**config.mk**
```make
export PLATFORM = sky130hd
export DESIGN_NAME = asl_cell
export DESIGN_NICKNAME = d
export VERILOG_FILES = /design/src/rtl/core/additive_sine_synth_with_lfos_unit_assert.svh /design/src/rtl/core/asl_cell.sv
export SDC_FILE = /design/constraint.sdc
export NUM_CORES = 1
export LEC_CHECK = 0
export BUFFER_PORTS_ARGS = -buffer_cell sky130_fd_sc_hd__clkbuf_2
export CAP_MARGIN = 20
export CORE_MARGIN = 8
export CORE_UTILIZATION = 42
export CTS_CLUSTER_DIAMETER = 50
export DETAILED_ROUTE_END_ITERATION = 7
export GPL_TIMING_DRIVEN = 0
export PLACE_DENSITY = 0.82
export SLEW_MARGIN = 20
export SYNTH_ARGS = -nofsm -noshare
export SYNTH_HDL_FRONTEND = slang
export SYNTH_SLANG_ARGS = --single-unit
```
**constraint.sdc**
```tcl
create_clock -name clk -period 0.9 [get_ports clk]
set_input_delay 0.09 -clock clk [delete_from_list [all_inputs] [get_ports clk]]
set_output_delay 0.09 -clock clk [all_outputs]
set_load 0.005 [all_outputs]
```
**src/rtl/core/additive_sine_synth_with_lfos_unit_assert.svh**
```systemverilog
// Assertion macros used by the synthesizer RTL.
`ifndef ADDITIVE_SINE_SYNTH_WITH_LFOS_UNIT_ASSERT_SVH
`define ADDITIVE_SINE_SYNTH_WITH_LFOS_UNIT_ASSERT_SVH
`ifndef SYNTHESIS
// Same-cycle implication, disabled while reset is asserted.
`define ASL_ASSERT_IMPLY(lbl, clk, rstn, ante, cons) \
    lbl: assert property (@(posedge clk) disable iff (!rstn) (ante) |-> (cons)) \
        else $error("assertion failed");
// Next-cycle implication, disabled while reset is asserted.
`define ASL_ASSERT_NEXT(lbl, clk, rstn, ante, cons) \
    lbl: assert property (@(posedge clk) disable iff (!rstn) (ante) |=> (cons)) \
        else $error("assertion failed");
`else
`define ASL_ASSERT_IMPLY(lbl, clk, rstn, ante, cons)
`define ASL_ASSERT_NEXT(lbl, clk, rstn, ante, cons)
`endif
`endif

```
**src/rtl/core/asl_cell.sv**
```systemverilog
module asl_cell #(
    parameter int PW = 26
) (
    input  logic          clk,
    input  logic          rst_n,
    input  logic          shift,
    input  logic [PW-1:0] phase_in,
    input  logic [15:0]   gain_in,
    input  logic          load,
    input  logic [15:0]   load_gain,
    output logic [PW-1:0] phase,
    output logic [15:0]   gain
);

    logic [PW-1:0] phase_reg;
    logic [15:0]   gain_reg;

    // One harmonic's phase and gain; the ring moves them one cell per shift.
    always_ff @(posedge clk or negedge rst_n)
    begin
        if (!rst_n)
        begin
            phase_reg <= '0;
            gain_reg  <= '0;
        end
        else if (shift)
        begin
            phase_reg <= phase_in;
            gain_reg  <= gain_in;
        end
        else if (load)
        begin
            gain_reg <= load_gain;
        end
    end

    assign phase = phase_reg;
    assign gain  = gain_reg;

endmodule

```
* Yosys cells after proc, flatten, opt, wreduce, memory -nomap -nowiden *
Index checks and enable logic that the tools add are counted.

word-level totals
  register bits after elaboration = 42
  input bits = 62
  word-level logic and storage cells = 5

operators by class
  muxes and demuxes = 2
  reduce and logical (&&, ||, !) cells = 1

operators by type and width
  cell                number
  16-bit two-way mux  2
  2-bit nonzero test  1

* Depth between registers and ports, before layout *
  depth in word-level cells = 2
  depth in mapped cells = 4
  gate-level depth less buffers = 2

* Worst setup path before layout *
OpenSTA, ideal clock, no wires.

  kind = reg-to-reg
  start point = reg phase[0] (netlist name)
  end point = reg phase_reg[0] (netlist: phase[0])
  arrival = 612 ps
  data required time = 775 ps
  setup slack = 163 ps
  stages on the path, launching flop included = 2
  buffers on the path = 0
  period minus slack after synthesis = 737 ps
  cell sequence = dfrtp_1 > mux2_2

RTL lines
  element                 RTL line        source
  end signal: assignment  asl_cell.sv:28  phase_reg <= phase_in;
  end: declaration        asl_cell.sv:15  logic [PW-1:0] phase_reg;

* Worst setup path in the final report *
  start point = reg gain_reg[3] (netlist: gain[3])
  end point = out gain[3]

RTL lines
  element                   RTL line        source
  start: declaration        asl_cell.sv:16  logic [15:0] gain_reg;
  start signal: assignment  asl_cell.sv:29  gain_reg <= gain_in;
  start signal: assignment  asl_cell.sv:33  gain_reg <= load_gain;
  end: declaration          asl_cell.sv:12  output logic [15:0] gain

No word-level cell between the ends.

==> impl_metrics.yaml <==
run_status:
  outcome: "finished, violations left"
  failed_checks: "negative hold slack"
power_and_ir_drop:
  p_seq_frac: 0.493
  ir_drop_uv: 1590
  power_leakage_nw: 1.32
  power.share.clock: 0.328
  swShare: 0.235
  power_density_mw_per_mm2: 1760
  p_comb_frac: 0.179
  intPower_mw: 3.36
  p_sw_mw: 1.03
yosys:
  ys_ff_latch: 42
  avgSynthCellArea_um2: 13.9
  netlist_area_mm2: 0.00172
  yosys_warnings: 0
  ys_seq_area_frac: 0.610
  synth_fp_nets: 186
  synthCells: 124
  synth_cell_types: 10
finish:
  layout.nets: 306
  final_layout_size_suffix_gt1_frac: 0.624
  largest_reg_flops: 26
  fin_area_mm2: 0.00249
  final_cell_count_no_fill: 295
  syn_to_final_growth_pct: 44.6
  n_antenna_cell: 0
floorplan:
  rows: 23
  die_h_um: 80.1
  start_util: 0.434
  io_pins: 104
  fp.dieW_um: 80.1
  die-area_mm2: 0.00641
  fp.coreArea_mm2: 0.00397
clock_network:
  ctsLongestPathBuffers: 2
  cts_tree: "yes"
  clock-root-buffer: "clkbuf_8"
  clock_latency_ns: 0.28
  cts_max_level: 2
  cts.sinks: 42
  postCtsHoldBufs: 0
  numCtsBuffers: 5
  path_clk_slew_ns: 0.08
global_routing:
  grt_pass1_wl_mm: 6.93
  antenna_found_initial: 0
  grt_max_degree: 43
  grt_pass1_vias: 1468
  track_usage: 0.136
  overflow: 0
sta:
  hold_ws_ns: -0.0643
  hold_viol_final: 42
  tightest_slew_ns: 0.923
  max_freq_mhz: 1130
  finalMaxSlewViolations: 0
  fin_crit_sh: 0.987
  post-route-worst-setup-slack_ns: 0.0117
  min_period_ns: 0.888
  relSlewSlack: 0.385
  setup_viol: 0
  skew_ns: 0
  rsz0062_at_grt: "yes"
critical_path:
  cp_slowest_cell: "dfrtp_1"
  max_stage_delay_ns: 0.40
  timing.rr.start: "gain[5]"
  crit_buf_inv: 1
  worstPathArrival_ns: 0.80
  path_cells: "clkbuf_2"
  r2r_setup_slack_ns: 0.02
  crit_family: "flip-flops"
  required_ns: 0.81
  reg2regPathDepth: 3
  crit_type: "flop to primary output"
  end_kind: "primary output"
  cp-start-kind: "flop"
  r2r-end: "gain[5]"
  path_max_fanout: 2
placement:
  hpwl_mm: 3.53
  dp_cells: 275
  place_area_mm2: 0.00229
  place_ws_ns: -0.103
  gp_congestion: 0.844
  portBuffers: 101
drt:
  antenna_left: 0
  drt-total-wl_mm: 4.59
  drcViolationCount: 0
  vias: 1407
  routed_via_density: 4.77
  wl_per_cell_um: 15.5
  drt_iter0_drc: 39
  dr.pass1.iters: 4
min_path:
  holdCritPathClass: "primary input to asynchronous set/reset pin"
job:
  drv_cap: 0
-- cells in the mapped netlist --
cell type	count	area, um2
o21ai_0	1	5.00
o21ai_1	15	75.1
buf_4	3	22.5
mux2_2	26	293
buf_6	3	33.8
dfrtp_1	42	1050
mux2i_1	16	160
nand2_1	16	60.1
clkbuf_1	1	3.75
buf_12	1	20.0
-- power by group through the flow --
stage               Clock [mW]  Combinational, mW  Sequential [mW]
global route              1.57              0.866             2.18
CTS                       1.50              0.735             2.16
global placement             0              0.709             2.19
detailed placement           0              0.727             2.20
finish                    1.44              0.785             2.16
floorplan                    0              0.293             2.21
-- cell type report --
class / instances / area, um2
multi-input combinational: 74 / 593
clock inverter: 2 / 37.5
clock buffer: 6 / 72.6
sequential: 42 / 1050
buffer: 8 / 80.1
tap: 50 / 62.6
fill: 329 / 1480
timing repair buffer: 113 / 596
-- layout by cell type, fill, tap and decap left out, drive strengths merged --
cell type	n
dfrtp	42
nand2	16
bufinv	1
clkinvlp	1
mux2i	16
clkbuf	105
mux2	26
buf	22
o21ai	16
-- per-layer routing --
metal  global-route usage  share of wire  vias up
li1                     -              -      664
met1                0.155           0.41      655
met2                0.207           0.43       83
met5                    0              0        -
met3               0.0826           0.15        5
met4               0.0436          0.010        0
-- worst max-delay path by stage --
stage             start   endpoint  slack [ns]  depth (start not counted)
2_1_floorplan  phase[0]   phase[0]        0.16                          1
3_3_place_gp      rst_n  phase[17]       -0.09                          1
3_5_place_dp      rst_n  phase[17]       -0.10                          1
4_1_cts        gain[10]   gain[10]      -0.005                          1
5_1_grt        phase[6]   phase[6]       -0.04                          1
6_report        gain[3]    gain[3]        0.01                          1
-- cells by family (layout without fill, tap and decap cells) --
kind of cell,count (synthesis),count (layout),synth area share
buf+inv,8,129,0.0464
flops,42,42,0.610
mux,42,42,0.263
simple gates,16,16,0.0348
compound gates,16,16,0.0464
-- metrics by stage --
| stage | total power, mW | utilization | hold WS, ns | setup TNS, ns |
|---|---|---|---|---|
| final | 4.39 | 0.628 | -0.0643 | 0 |
| after floorplan | 2.50 | - | -0.206 | 0 |
| after global routing | 4.62 | 0.628 | 0.00731 | -0.550 |
| after detailed placement | 2.93 | 0.577 | 0.307 | -4.23 |
| after CTS | 4.40 | 0.607 | 0.00259 | -0.0187 |
| after global placement | 2.90 | 0.577 | 0.305 | -3.61 |
-- timing repair --
| item | in CTS | in global routing |
|---|---|---|
| pin swaps | 0 | 0 |
| setup endpoints to repair | 5 | 41 |
| setup buffers | 1 | 11 |
| resized for setup | 0 | 2 |
(Power assumes the default switching activity.)
