### config.mk
export PLATFORM = sky130hd
export DESIGN_NAME = asl_sine
export DESIGN_NICKNAME = d
export VERILOG_FILES = /design/src/rtl/core/additive_sine_synth_with_lfos_unit_assert.svh /design/src/rtl/core/asl_pkg.sv /design/src/rtl/core/asl_sine.sv
export SDC_FILE = /design/constraint.sdc
export NUM_CORES = 2
export LEC_CHECK = 0
export ABC_CLOCK_PERIOD_IN_PS = 9400
export BUFFER_PORTS_ARGS = -buffer_cell sky130_fd_sc_hd__buf_2
export CAP_MARGIN = 10
export CORE_ASPECT_RATIO = 1.4
export CORE_UTILIZATION = 50
export CTS_BUF_LIST = sky130_fd_sc_hd__clkbuf_2
export CTS_CLUSTER_DIAMETER = 150
export CTS_CLUSTER_SIZE = 30
export DETAILED_ROUTE_END_ITERATION = 8
export HOLD_SLACK_MARGIN = 0.06
export PLACE_DENSITY = 0.66
export SLEW_MARGIN = 40
export SYNTH_ARGS = -nofsm -noshare
export SYNTH_HDL_FRONTEND = slang
export SYNTH_SLANG_ARGS = --single-unit
### constraint.sdc
create_clock -name clk -period 9.4 [get_ports clk]
set_input_delay 1.88 -clock clk [delete_from_list [all_inputs] [get_ports clk]]
set_output_delay 1.88 -clock clk [all_outputs]
set_load 0.01 [all_outputs]
### src/rtl/core/additive_sine_synth_with_lfos_unit_assert.svh
// Assertion macros used by the synthesizer RTL.
`ifndef ADDITIVE_SINE_SYNTH_WITH_LFOS_UNIT_ASSERT_SVH
`define ADDITIVE_SINE_SYNTH_WITH_LFOS_UNIT_ASSERT_SVH
`ifndef SYNTHESIS
// Same-cycle implication, disabled while reset is asserted.
`define ASL_ASSERT_IMPLY(lbl, clk, rstn, ante, cons) \
    lbl: assert property (@(posedge clk) disable iff (!rstn) (ante) |-> (cons)) \
        else $error("assertion failed");
// Next-cycle implication, disabled while reset is asserted.
`define ASL_ASSERT_NEXT(lbl, clk, rstn, ante, cons) \
    lbl: assert property (@(posedge clk) disable iff (!rstn) (ante) |=> (cons)) \
        else $error("assertion failed");
`else
`define ASL_ASSERT_IMPLY(lbl, clk, rstn, ante, cons)
`define ASL_ASSERT_NEXT(lbl, clk, rstn, ante, cons)
`endif
`endif

### src/rtl/core/asl_pkg.sv
package asl_pkg;

    // Default sizes.
    localparam int TABLE_SIZE = 1024;
    localparam int HARMONICS  = 16;

    // Fixed constants of the arithmetic.
    localparam logic [15:0] ENV_ONE  = 16'd32768;
    localparam int          TREM_MIX = 9830;

    // Configuration register reset values.
    localparam logic [25:0] BASE_STEP_RST  = 26'd28835840;
    localparam logic [25:0] LFO1_STEP_RST  = 26'd6554;
    localparam logic [15:0] LFO1_DEPTH_RST = 16'd4096;
    localparam logic [25:0] LFO2_STEP_RST  = 26'd6554;
    localparam logic [15:0] LFO2_DEPTH_RST = 16'd8192;

    // Configuration register indexes.
    localparam logic [2:0] CFG_BASE_STEP  = 3'd0;
    localparam logic [2:0] CFG_LFO1_STEP  = 3'd1;
    localparam logic [2:0] CFG_LFO1_DEPTH = 3'd2;
    localparam logic [2:0] CFG_LFO2_STEP  = 3'd3;
    localparam logic [2:0] CFG_LFO2_DEPTH = 3'd4;

    typedef enum logic [1:0] {
        KIND_TICK,
        KIND_GAIN,
        KIND_ENV
    } kind_t;

    typedef enum logic [1:0] {
        ST_CLEAR,
        ST_IDLE,
        ST_RUN
    } state_t;

    // Source of a sine evaluation travelling down the sine pipeline.
    typedef enum logic [1:0] {
        SRC_COS,
        SRC_FUND,
        SRC_HARM
    } src_t;

    typedef struct packed {
        logic        valid;
        src_t        src;
        logic        last;
        logic [15:0] gain;
    } tag_t;

endpackage

### src/rtl/core/asl_sine.sv
module asl_sine (
    input  logic               clk,
    input  logic               rst_n,
    input  asl_pkg::tag_t      tag_in,
    input  logic [16:0]        u_in,
    output asl_pkg::tag_t      tag_out,
    output logic signed [15:0] s_out
);

    asl_pkg::tag_t      tag1_reg, tag2_reg, tag3_reg, tag4_reg, tag5_reg;
    logic [1:0]         q1_reg, q2_reg, q3_reg, q4_reg;
    logic [15:0]        z1_reg, z2_reg, z3_reg, z4_reg;
    logic [15:0]        zz2_reg, zz3_reg;
    logic [15:0]        t2_reg;
    logic [15:0]        t4_reg;
    logic signed [15:0] s5_reg;

    logic [15:0] z_next;
    logic [31:0] m2, m3, m4, m5;
    logic [16:0] t1, t3, r5;
    logic [16:0] rc5;

    // Fold the angle into the first quadrant.
    always_comb
    begin
        if (u_in[15])
        begin
            z_next = 16'(17'd32768 - 17'(u_in[14:0]));
        end
        else
        begin
            z_next = 16'(u_in[14:0]);
        end
    end

    // Polynomial steps, one multiply per stage.
    always_comb
    begin
        m2 = 32'(z1_reg) * 32'(z1_reg);
        m3 = 32'(zz2_reg) * 32'(2320);
        t1 = m3[31:15];
        m4 = 32'(t2_reg) * 32'(zz3_reg);
        t3 = m4[31:15];
        m5 = 32'(t4_reg) * 32'(z4_reg);
        r5 = m5[31:15];
        rc5 = (r5 > 17'd32767) ? 17'd32767 : r5;
    end

    // Tags travel with the data; they carry the only control state here.
    always_ff @(posedge clk or negedge rst_n)
    begin
        if (!rst_n)
        begin
            tag1_reg <= '0;
            tag2_reg <= '0;
            tag3_reg <= '0;
            tag4_reg <= '0;
            tag5_reg <= '0;
        end
        else
        begin
            tag1_reg <= tag_in;
            tag2_reg <= tag1_reg;
            tag3_reg <= tag2_reg;
            tag4_reg <= tag3_reg;
            tag5_reg <= tag4_reg;
        end
    end

    // Datapath registers.
    always_ff @(posedge clk)
    begin
        q1_reg  <= u_in[16:15];
        z1_reg  <= z_next;
        q2_reg  <= q1_reg;
        z2_reg  <= z1_reg;
        zz2_reg <= m2[30:15];
        q3_reg  <= q2_reg;
        z3_reg  <= z2_reg;
        zz3_reg <= zz2_reg;
        t2_reg  <= 16'(17'd21023 - t1);
        q4_reg  <= q3_reg;
        z4_reg  <= z3_reg;
        t4_reg  <= 16'(17'd51472 - t3);
        if (q4_reg[1])
        begin
            s5_reg <= -$signed(16'(rc5));
        end
        else
        begin
            s5_reg <= $signed(16'(rc5));
        end
    end

    assign tag_out = tag5_reg;
    assign s_out   = s5_reg;

endmodule

# Yosys cells after proc, flatten, opt, wreduce, memory -nomap -nowiden
# Index checks and enable logic that the tools add are counted.
# classes
n_mul,4
magnitude_cmp,1
mux,3
n_addsub,4
# ops
operator,count
multiplier 16 x 16 -> 31 bit,2
multiplier 16 x 16 -> 32 bit,1
two-way mux 16 bit,2
multiplier 16 x 8 -> 24 bit (second input constant),1
greater-than comparator 17 x 15 -> 1 bit (second input constant),1
negation 16 bit,1
subtractor 15 x 13 -> 16 bit (first input constant),1
subtractor 16 x 15 -> 16 bit (first input constant),1
subtractor 16 bit (first input constant),1
two-way mux 15 bit,1
# totals
register_bits,252
inputBits,39
output_inout_bits,36
elab_cells,46

# Logic depth before layout (Yosys ltp)
# depth
depth_word,5
depth_mapped,33

# Worst setup path after synthesis
# No wires, ideal clock.
# synth_timing
path_type,reg2reg
start,register z4_reg[1]
end,register s5_reg[12] (netlist: s_out[12])
stages_incl_launch_ff,31
t_required_ns,9.318
path_slack_ns,1.628
arrival_time_ns,7.690
path_buffers,3
synth_period_minus_slack_ns,7.772
path_cell_list,dfxtp_1 > clkbuf_1 > nand2_1 > fa_1 > fa_1 > inv_1 > fa_1 > fa_1 > fa_1 > inv_1 > fa_1 > inv_1 > ha_1 > buf_2 > and3_1 > nand3_1 > or2_2 > a21oi_2 > o2111a_1 > o2111a_1 > nor3_2 > clkbuf_1 > nor2_1 > ha_1 > inv_1 > a21o_1 > a2111oi_4 > o2111ai_1 > or2_1 > or4_1 > o2111ai_1
# synth_via
elab_chain_cells,5
# synth_rtl
element,line_no,source
from (decl),asl_sine.sv:12,"logic [15:0] z1_reg, z2_reg, z3_reg, z4_reg;"
from (signal assigned),asl_sine.sv:83,z4_reg <= z3_reg;
multiplier 16 x 16 -> 32 bit *,asl_sine.sv:44,m5 = 32'(t4_reg) * 32'(z4_reg);
greater-than comparator 17 x 15 -> 1 bit,asl_sine.sv:46,rc5 = (r5 > 17'd32767) ? 17'd32767 : r5;
two-way mux 16 bit *,asl_sine.sv:46,
negation 16 bit,asl_sine.sv:87,s5_reg <= -$signed(16'(rc5));
two-way mux 16 bit *,asl_sine.sv:85,if (q4_reg[1])
to (signal assigned),asl_sine.sv:87,
to (signal assigned),asl_sine.sv:91,s5_reg <= $signed(16'(rc5));
to (decl),asl_sine.sv:16,logic signed [15:0] s5_reg;
# Every way passes the cells marked *; elsewhere a longest branch is shown, timed or not.
# A chain may end at the register's enable or synchronous reset.

# Worst setup path after layout
# layout_timing
start,register t4_reg[13]
end,register s5_reg[12] (netlist: s_out[12])
# layout_via
elab_chain_cells,5
# layout_rtl
element,line_no,source
from (decl),asl_sine.sv:15,logic [15:0] t4_reg;
from (signal assigned),asl_sine.sv:84,t4_reg <= 16'(17'd51472 - t3);
multiplier 16 x 16 -> 32 bit *,asl_sine.sv:44,
greater-than comparator 17 x 15 -> 1 bit,asl_sine.sv:46,
two-way mux 16 bit *,asl_sine.sv:46,
negation 16 bit,asl_sine.sv:87,
two-way mux 16 bit *,asl_sine.sv:85,
# Marked as above.

==> flow_summary_export.csv <==
group,metric,value,unit
timing,hold-worst-slack,0.3061,ns
worst_setup_path,cp_slowest_cell,"dfxtp_1",
global_routing,grt-ovfl-total,0,
global_routing,grt_usage,23.14,%
drt,num_vias,20920,
synth,syn-cell-area,0.03074,mm^2
timing,finalSetupViolations,0,
job,drv_cap,0,
worst_setup_path,crit_required,10.30,ns
worst_hold_path,hold_path_depth,0,
clock_tree,clk_pin_slew,0.51,ns
worst_setup_path,crit_path_end_kind,"register",
worst_setup_path,crit_family,"adder cells",
drt,viasPerCell,5.207,
timing,slew_headroom,41.26,%
timing,finalCritPeriodShare,88.55,%
worst_setup_path,cp-startpoint,"t4_reg[13]",
cells_and_area,final_cell_mix,"inv_1, fa_1, nand2_1",
timing,rsz0062_at_grt,"false",
cells_and_area,drive_gt1_share,3.970,%
worst_setup_path,r2r_slack,1.08,ns
cells_and_area,nets,4130,
worst_setup_path,cp.arrival,9.22,ns
synth,synthArstFlopShare,40.49,%
clock_tree,clock_sinks,247,
timing,slew_viol_final,0,
die,die_w,211.6,um
clock_tree,clk_latency,0.93,ns
worst_setup_path,r2r-start,"t4_reg[13]",
timing,clock_skew,0.1004,ns
clock_tree,post-cts-setup-buffers,0,
placement,place_congestion,0.8604,
global_routing,antenna_found_initial,1,
cells_and_area,final_common_cell,"inv_1",
clock_tree,hold_buffers,0,
die,io_pins,75,
cells_and_area,seqCellArea,0.005451,mm^2
worst_setup_path,r2r_end,"s_out[12]",
cells_and_area,area_growth,3.842,%
synth,synth_cell_types,80,
worst_hold_path,holdCritPathClass,"reg2reg",
die,start_util,50.58,%
die,num_rows,107,
synth,ys_seq_area_share,17.71,%
placement,dp_hpwl,55180,um
synth,synth-seq-cells,247,
synth,synth_edf_count,0,
timing,fin_tns_setup,0,ns
worst_setup_path,worst-path-max-fanout,16,
global_routing,grt_pass1_wl,114700,um
timing,hold_viol,0,
drt,firstDrtPassIters,5,
timing,min_period,8.324,ns
worst_setup_path,critPathBufInv,4,
global_routing,grt_pass1_vias,23560,
drt,drt-initial-drc-count,924,
worst_setup_path,crit_type,"reg2reg",
worst_setup_path,cpPeakStageDelay,0.88,ns
worst_setup_path,crit_cells,27,
die,die_area,0.06249,mm^2
placement,portBuffers,74,
synth,netlist_instances,3199,
synth,synth_nets,4134,
cells_and_area,multi_input_area,0.02217,mm^2
clock_tree,cts_root_buf,"clkbuf_2",
clock_tree,tritoncts,"yes",
clock_tree,cts_buffer_depth,3,
drt,drc,0,
die,die_h,295.4,um
die,core,0.06078,mm^2
worst_setup_path,critPathCapture,"s_out[12]",
synth,yosysWarnings,0,
timing,tightest_slew,0.8799,ns
drt,routedWlPerCell,16.93,um
drt,wl,68010,um
outcome,outcome,"complete, no violations",
drt,ant_nets,0,
clock_tree,cts_buffers,12,
worst_setup_path,cp-start-kind,"register",
timing,max_freq,120.1,MHz
global_routing,grt_max_degree,101,
clock_tree,ctsResizeCount,0,
synth,avgSynthCellArea,9.609,um^2
clock_tree,htree_levels,1,
cells_and_area,n_fill_cell,5616,
synth,ys.flop_type,"dfxtp_1",
worst_setup_path,ff2ff_path_depth,27,
worst_setup_path,path_common_cell,"fa_1",
[metrics by stage]
stage	instance area [um^2]	utilization [%]	cells	setup WS (ns)
finish	31920	52.52	4017	1.076
global route	31920	52.52	4017	0.6248
CTS	31910	52.51	4016	1.076
detailed placement	31800	52.32	3998	1.112
global placement	31790	52.31	3998	1.342
floorplan	30740	-	3199	1.628
[layout make-up]
class	instances	area share, %
well taps	817	3.202
clock inverters	2	0.1058
inverters	735	8.643
clock buffers	16	0.2509
repair buffers	77	1.258
multi-input cells	2122	69.45
diodes	1	0.007839
flip-flops and latches	247	17.08
[routing by layer]
layer / up-vias / share of wire (%) / routed length [um] / track usage (%)
met4: 0 / 3.9 / 2655 / 9.438
li1: 9688 / - / - / -
met2: 439 / 55 / 37610 / 44.30
met5: - / 0 / 0 / 0
met3: 152 / 3.0 / 2071 / 1.668
met1: 10640 / 38 / 25680 / 26.34
[worst min-delay path by stage]
stage	start	end	slack (ns)
5_1_grt	z2_reg[9]	z3_reg[9]	0.29
6_report	z2_reg[9]	z3_reg[9]	0.31
3_5_place_dp	z2_reg[11]	z3_reg[11]	0.31
3_3_place_gp	z2_reg[11]	z3_reg[11]	0.31
2_1_floorplan	q1_reg[1]	q2_reg[1]	0.31
4_1_cts	z2_reg[9]	z3_reg[9]	0.28
[synth_stat cells (9+ instances only)]
master / n / area share [%]
o21ai_0: 40 / 0.65
dfxtp_1: 147 / 9.6
nor3_1: 32 / 0.52
a21o_1: 19 / 0.46
nand2b_1: 9 / 0.18
o211ai_1: 11 / 0.27
dfrtp_1: 100 / 8.1
nand4_1: 11 / 0.22
or3_1: 19 / 0.39
o31ai_1: 10 / 0.24
nand3_1: 23 / 0.37
nand2_1: 395 / 4.8
and2_1: 267 / 5.4
clkbuf_1: 92 / 1.1
ha_1: 352 / 14
xor2_1: 22 / 0.63
nor2b_1: 10 / 0.20
inv_1: 735 / 9.0
fa_1: 544 / 35
a21oi_1: 51 / 0.83
xnor2_1: 59 / 1.7
nor2_1: 85 / 1.0
o21a_1: 19 / 0.46
[cell families (layout without fill, tap and decap cells)]
logic type      Yosys count  in the layout  synth area share (%)
buf+inv                 830            830                 10.16
mux                       6              6                0.1994
xor+xnor                 81             81                 2.308
compound gates          239            239                 5.474
flops                   247            247                 17.71
simple gates            900            900                 14.39
fa+ha+maj               896            896                 49.75
other cells               0              1                     0
Power is not shown: default switching activity piles up to over one toggle a cycle in this logic, so the estimate is an artifact.
